$ cat src/rtl/core/krt_pkg.sv
// Package for the keyed record table: request and result codes, the record
// type held by each table cell, and elaboration helpers for the OR tree.
// No dependencies.
package krt_pkg;

  localparam int unsigned KEY_W       = 32;
  localparam int unsigned QTY_W       = 32;
  localparam int unsigned PRICE_W     = 48;
  localparam int unsigned IN_PRICE_W  = 47;
  localparam int unsigned DELTA_W     = 32;
  localparam int unsigned SLOT_W      = 7;
  // Whole dollars times 100 needs 39 signed bits.
  localparam int unsigned DPRICE_W    = 39;
  localparam int          DollarCents = 100;
  localparam int unsigned TreeFanin   = 16;
  localparam int unsigned REC_W       = QTY_W + PRICE_W;

  typedef enum logic [1:0] {
    MODE_INSERT    = 2'd0,
    MODE_SEARCH    = 2'd1,
    MODE_ADD_QTY   = 2'd2,
    MODE_ADD_PRICE = 2'd3
  } krt_mode_e;

  typedef enum logic [1:0] {
    STATUS_OK        = 2'd0,
    STATUS_NOT_FOUND = 2'd1,
    STATUS_DUPLICATE = 2'd2,
    STATUS_FULL      = 2'd3
  } krt_status_e;

  typedef enum logic [1:0] {
    S_IDLE,
    S_MATCH,
    S_TREE,
    S_APPLY
  } krt_state_e;

  typedef struct packed {
    logic signed [KEY_W-1:0]   part_key;
    logic signed [QTY_W-1:0]   quantity;
    logic signed [PRICE_W-1:0] price_cents;
  } krt_rec_t;

  // Number of nodes on a given level of the reduction tree (level 0 = leaves).
  function automatic int unsigned level_nodes(int unsigned n, int unsigned lvl);
    int unsigned c;
    c = n;
    for (int unsigned i = 0; i < 8; i++) begin
      if (i < lvl) begin
        c = (c + TreeFanin - 1) / TreeFanin;
      end
    end
    return c;
  endfunction

  // Registered levels needed to reduce n leaves to one root.
  function automatic int unsigned tree_levels(int unsigned n);
    int unsigned c;
    int unsigned l;
    c = n;
    l = 0;
    for (int unsigned i = 0; i < 8; i++) begin
      if (c > 1) begin
        c = (c + TreeFanin - 1) / TreeFanin;
        l++;
      end
    end
    return (l == 0) ? 1 : l;
  endfunction

endpackage

$ cat src/rtl/core/krt_cell.sv
// One table cell: holds a single record, compares it with the request key
// and registers its record, gated by the hit, toward the OR tree.
// Depends on krt_pkg.
module krt_cell import krt_pkg::*; #(
  parameter int unsigned IDX   = 0,
  parameter int unsigned IDX_W = 7,
  parameter int unsigned CNT_W = 8
) (
  input  logic                     clk_i,
  input  logic                     wr_en_i,
  input  krt_rec_t                 wr_rec_i,
  input  logic signed [KEY_W-1:0]  key_i,
  input  logic [CNT_W-1:0]         count_i,
  output logic [IDX_W+REC_W:0]     leaf_o
);

  krt_rec_t                rec_q;
  logic                    hit;
  logic [IDX_W+REC_W:0]    leaf_d;
  logic [IDX_W+REC_W:0]    leaf_q;

  always_ff @(posedge clk_i) begin
    if (wr_en_i) begin
      rec_q <= wr_rec_i;
    end
  end

  // Only cells below the fill count hold a written record.
  assign hit    = (count_i > CNT_W'(IDX)) && (rec_q.part_key == key_i);
  assign leaf_d = hit ? {1'b1, IDX_W'(IDX), rec_q.quantity, rec_q.price_cents} : '0;

  always_ff @(posedge clk_i) begin
    leaf_q <= leaf_d;
  end

  assign leaf_o = leaf_q;

endmodule

$ cat config.mk
export PLATFORM = sky130hd
export DESIGN_NAME = krt_cell
export DESIGN_NICKNAME = d
export VERILOG_FILES = /design/src/rtl/core/krt_pkg.sv /design/src/rtl/core/krt_cell.sv
export SDC_FILE = /design/constraint.sdc
export NUM_CORES = 1
export LEC_CHECK = 0
export BUFFER_PORTS_ARGS = -buffer_cell sky130_fd_sc_hd__buf_4
export CAP_MARGIN = 20
export CELL_PAD_IN_SITES_DETAIL_PLACEMENT = 1
export CELL_PAD_IN_SITES_GLOBAL_PLACEMENT = 2
export CORE_ASPECT_RATIO = 0.9
export CORE_UTILIZATION = 36
export DETAILED_ROUTE_END_ITERATION = 10
export PLACE_DENSITY_LB_ADDON = 0.15
export SLEW_MARGIN = 30
export SYNTH_ARGS = -nofsm -noshare
export SYNTH_HDL_FRONTEND = slang
export SYNTH_SLANG_ARGS = --single-unit
$ cat constraint.sdc
create_clock -name clk_i -period 3.9 [get_ports clk_i]
set_input_delay 1.17 -clock clk_i [delete_from_list [all_inputs] [get_ports clk_i]]
set_output_delay 1.17 -clock clk_i [all_outputs]
set_load 0.05 [all_outputs]
## After elaboration in Yosys (flattened, before gate mapping)

Cells that the tools add are included.

| word-level totals | value |
|---|---|
| bits in registers | 200 |
| output and inout port bits | 88 |
| logic and storage cells | 9 |

| cells by class | value |
|---|---|
| order comparisons | 1 |
| eq/ne operators | 1 |
| mux-type cells | 1 |
| reductions and logical operators | 1 |

Operators with widths:

| cell | count |
|---|---|
| $mux W88 | 1 |
| $eq A32 B32 Y1 | 1 |
| $gt A8 B1 Y1 const B | 1 |
| $logic_and A1 B1 Y1 | 1 |

## Longest topological paths before layout

| depth | value |
|---|---|
| depth after elaboration | 3 |
| depth in mapped cells | 6 |

## Least setup slack after synthesis

No wires, ideal clock.

| timing | value |
|---|---|
| path kind | input -> register |
| start | input port key_i[0] |
| end | register leaf_q[40], in the netlist leaf_o[40] |
| library setup time | 0.089 ns |
| data arrival time | 2.439 ns |
| data required time | 3.811 ns |
| setup slack | 1.373 ns |
| stages | 6 |
| buffers on the path | 2 |
| cell sequence | xnor2_1 -> o221ai_1 -> or4_1 -> buf_6 -> clkbuf_8 -> nor4_2 |

| between the ends | value |
|---|---|
| longest elaborated chain between the ends | 2 |

RTL lines:

| element | RTL line | source |
|---|---|---|
| from (decl) | krt_cell.sv:12 | `input logic signed [KEY_W-1:0] key_i,` |
| $eq A32 B32 Y1 | krt_cell.sv:29 | `assign hit = (count_i > CNT_W'(IDX)) && (rec_q.part_key == key_i);` |
| $logic_and A1 B1 Y1 | krt_cell.sv:29 |  |
| to (signal assigned) | krt_cell.sv:33 | `leaf_q <= leaf_d;` |
| to (decl) | krt_cell.sv:20 | `logic [IDX_W+REC_W:0] leaf_q;` |

No other way between the ends.
A chain may end at the register's enable or synchronous reset.

## Final worst setup path

| timing | value |
|---|---|
| start | input port key_i[25] |
| end | register leaf_q[73], in the netlist leaf_o[73] |

Same word-level chain as after synthesis.

==> out/qor.yml <==
synthesis:
  ys_seq_area_share_pct: 70.6
  synthArstFlopShare_pct: 0
  synth_area_um2: 7060
  synth_edf_count: 112
  synthTopCellsByArea: "edfxtp_1 (48%), dfxtp_1 (23%), nor4_2 (12%)"
  synth_top_area_cell: "edfxtp_1"
  ys.flop_type: "edfxtp_1"
  synth.cells.most_frequent: "edfxtp_1 (112), dfxtp_1 (81), nand3_1 (81)"
  synth.most_common_cell: "edfxtp_1"
  ys_types: 23
  ys_ff_latch: 193
  postSynthAreaPerCell_um2: 15.6
  synth_top_area_share_pct: 47.6
  synthCells: 454
  yosys_warnings: 0
setup_path:
  rr_worst_depth: 5
  endpoint_kind: "register"
  arrival_ps: 3140
  crit_path_max_fanout: 61
  critPathLaunchType: "primary input"
  cpLargestDelayFamily: "simple AND/OR/NAND/NOR gates"
  path_class: "primary input to register"
  path_cells: "buf_4, xor2_1, nor4_1, nand3_4, buf_12, nor4_2"
  crit_buf_inv: 2
  cp.required_ps: 4230
  cp_slowest_cell: "nor4_1"
  critical_path_depth: 6
  max_stage_delay_ps: 560
detailed_routing:
  routedWlPerCell_um: 18.5
  routed_wirelength_um: 17400
  drtPass1Iterations: 4
  drt_iter0_markers: 222
  vias: 4567
  drc: 0
  drtAntennaViolNets: 0
  drt-vias-per-instance: 4.86
placed_design:
  gp_congestion: 0.745
  place_inst: 906
  pre_cts_slack_ps: 644
  placed_area_um2: 9000
  portBuffers: 234
  dp_hpwl_um: 11300
timing:
  min_period_ps: 2810
  rsz0062_at_grt: "false"
  fin_crit_sh_pct: 72.1
  setup_ws_ps: 1090
  setup_viol: 0
  max-slew-margin-rel_pct: 56.2
  hold_ws_ps: 516
  fmax_ghz: 0.356
  worst_pin_slew_ps: 657
  fin_tns_setup_ps: 0
  maxSlewViolCount: 0
  hold_viol: 0
  clock_skew_ps: 13.2
clocking:
  cts_hold_buf: 0
  clock-sinks: 193
  clk_latency_ps: 430
  post_cts_buffers: 0
  cts_resized: 0
  cts_root_buf: "clkbuf_16"
  clk_path_buf_depth: 2
  htreeDepth: 4
  cts_inserted_buffers: 17
  clkTransAtPathRegs_ps: 70
  cts_tree: "yes"
global_route:
  grt_pass1_wl_um: 26600
  grtUsageMet1_pct: 23.4
  use_met2_pct: 27.3
  grt_max_degree: 82
  grt-busiest-layer: "met2"
  grt_overflow: 0
  global_route.usage.total_pct: 17.7
  antenna_found_initial: 0
  grt_util_met3_pct: 6.25
  grt_pass1_vias: 4735
finish:
  nFillCells: 1958
  num_antenna_cells: 0
  final_area_um2: 9600
  fin_cells: 939
  utilization_pct: 49.9
  fin_nets: 830
  layout-drive-gt1-share_pct: 51.2
  area_growth_pct: 36.0
status:
  status: "completed"
power:
  p_sw_share_pct: 23.0
  peakVddDrop_uv: 256
  p_switching_uw: 985
  clkPwrFrac_pct: 39.7
  pwr-share-seq_pct: 53.5
  power_mw: 4.28
  p_per_area_nw_per_um2: 445
  p_int_mw: 3.29
  combPwrFrac_pct: 6.8
  p_leak_nw: 3.50
die:
  rows: 48
  core_um2: 19200
  dieArea_um2: 20200
  die_x_um: 150
  ios: 242
  die_height_um: 135
  start_util_pct: 36.7
worst_hold_path:
  hold_path_depth: 2
  hold_class: "register to register"
run:
  drv_cap: 0
worst register-to-register path, stage by stage, from the launching register on:
cell and delay, ps:
edfxtp_1 380, xor2_1 150, nor4_1 560, nand3_4 380
buf_12 380, nor4_2 390
power by group through the flow:
stage	sequential (mW)	clock, mW	combinational (mW)
detailed placement	2.33	0	0.295
finish	2.29	1.70	0.292
global placement	2.33	0	0.287
floorplan	2.32	0	0.121
CTS	2.29	1.75	0.297
global route	2.30	1.83	0.316
cell usage in the layout, fill, tap and decap left out, types with 3 or more instances in the layout:
master and n:
buf_4 240, nor4_1 14, xor2_1 21, conb_1 7
inv_6 4, clkbuf_16 17, inv_8 3, edfxtp_1 112
nor4_4 4, dfxtp_1 81, nor4_2 70, xnor2_1 5
buf_12 4, clkinvlp_4 4, nand3_1 80, inv_1 6
layout make-up:
class	count	area (um2)	area share [%]
inverter	6	22.5	0.235
clock inverter	15	148	1.54
tap	250	313	3.26
multi-input combinational	213	1800	18.7
timing repair buffer	245	1910	19.9
sequential	193	4980	51.9
clock buffer	17	425	4.43
logic make-up after synthesis:
kind of cell | Yosys count | synth area share (%)
compound gates | 6 | 0.638
xor+xnor | 26 | 3.23
buf+inv | 54 | 4.50
flops | 193 | 70.6
other cells | 1 | 0.0531
simple gates | 174 | 21.0
metal layers:
metal | routed length [um] | vias to the layer above
met5 | 0 | -
met4 | 189 | 0
met3 | 1370 | 14
met2 | 8280 | 175
met1 | 7560 | 2223
li1 | - | 2155
worst paths after layout:
kind                             start               endpoint  slack, ps
hold reg to reg    rec_q[31]$_DFFE_PP_  leaf_o[31]$_SDFF_PN0_        520
setup / recovery             key_i[25]  leaf_o[73]$_SDFF_PN0_       1090
hold / removal     rec_q[31]$_DFFE_PP_  leaf_o[31]$_SDFF_PN0_        520
setup reg to reg  rec_q[105]$_DFFE_PP_  leaf_o[73]$_SDFF_PN0_       1560
registers in the layout (all words and copies together) (netlist names):
signal / flops
rec_q: 112
leaf_o: 81
Power figures use the tool's default switching activity.
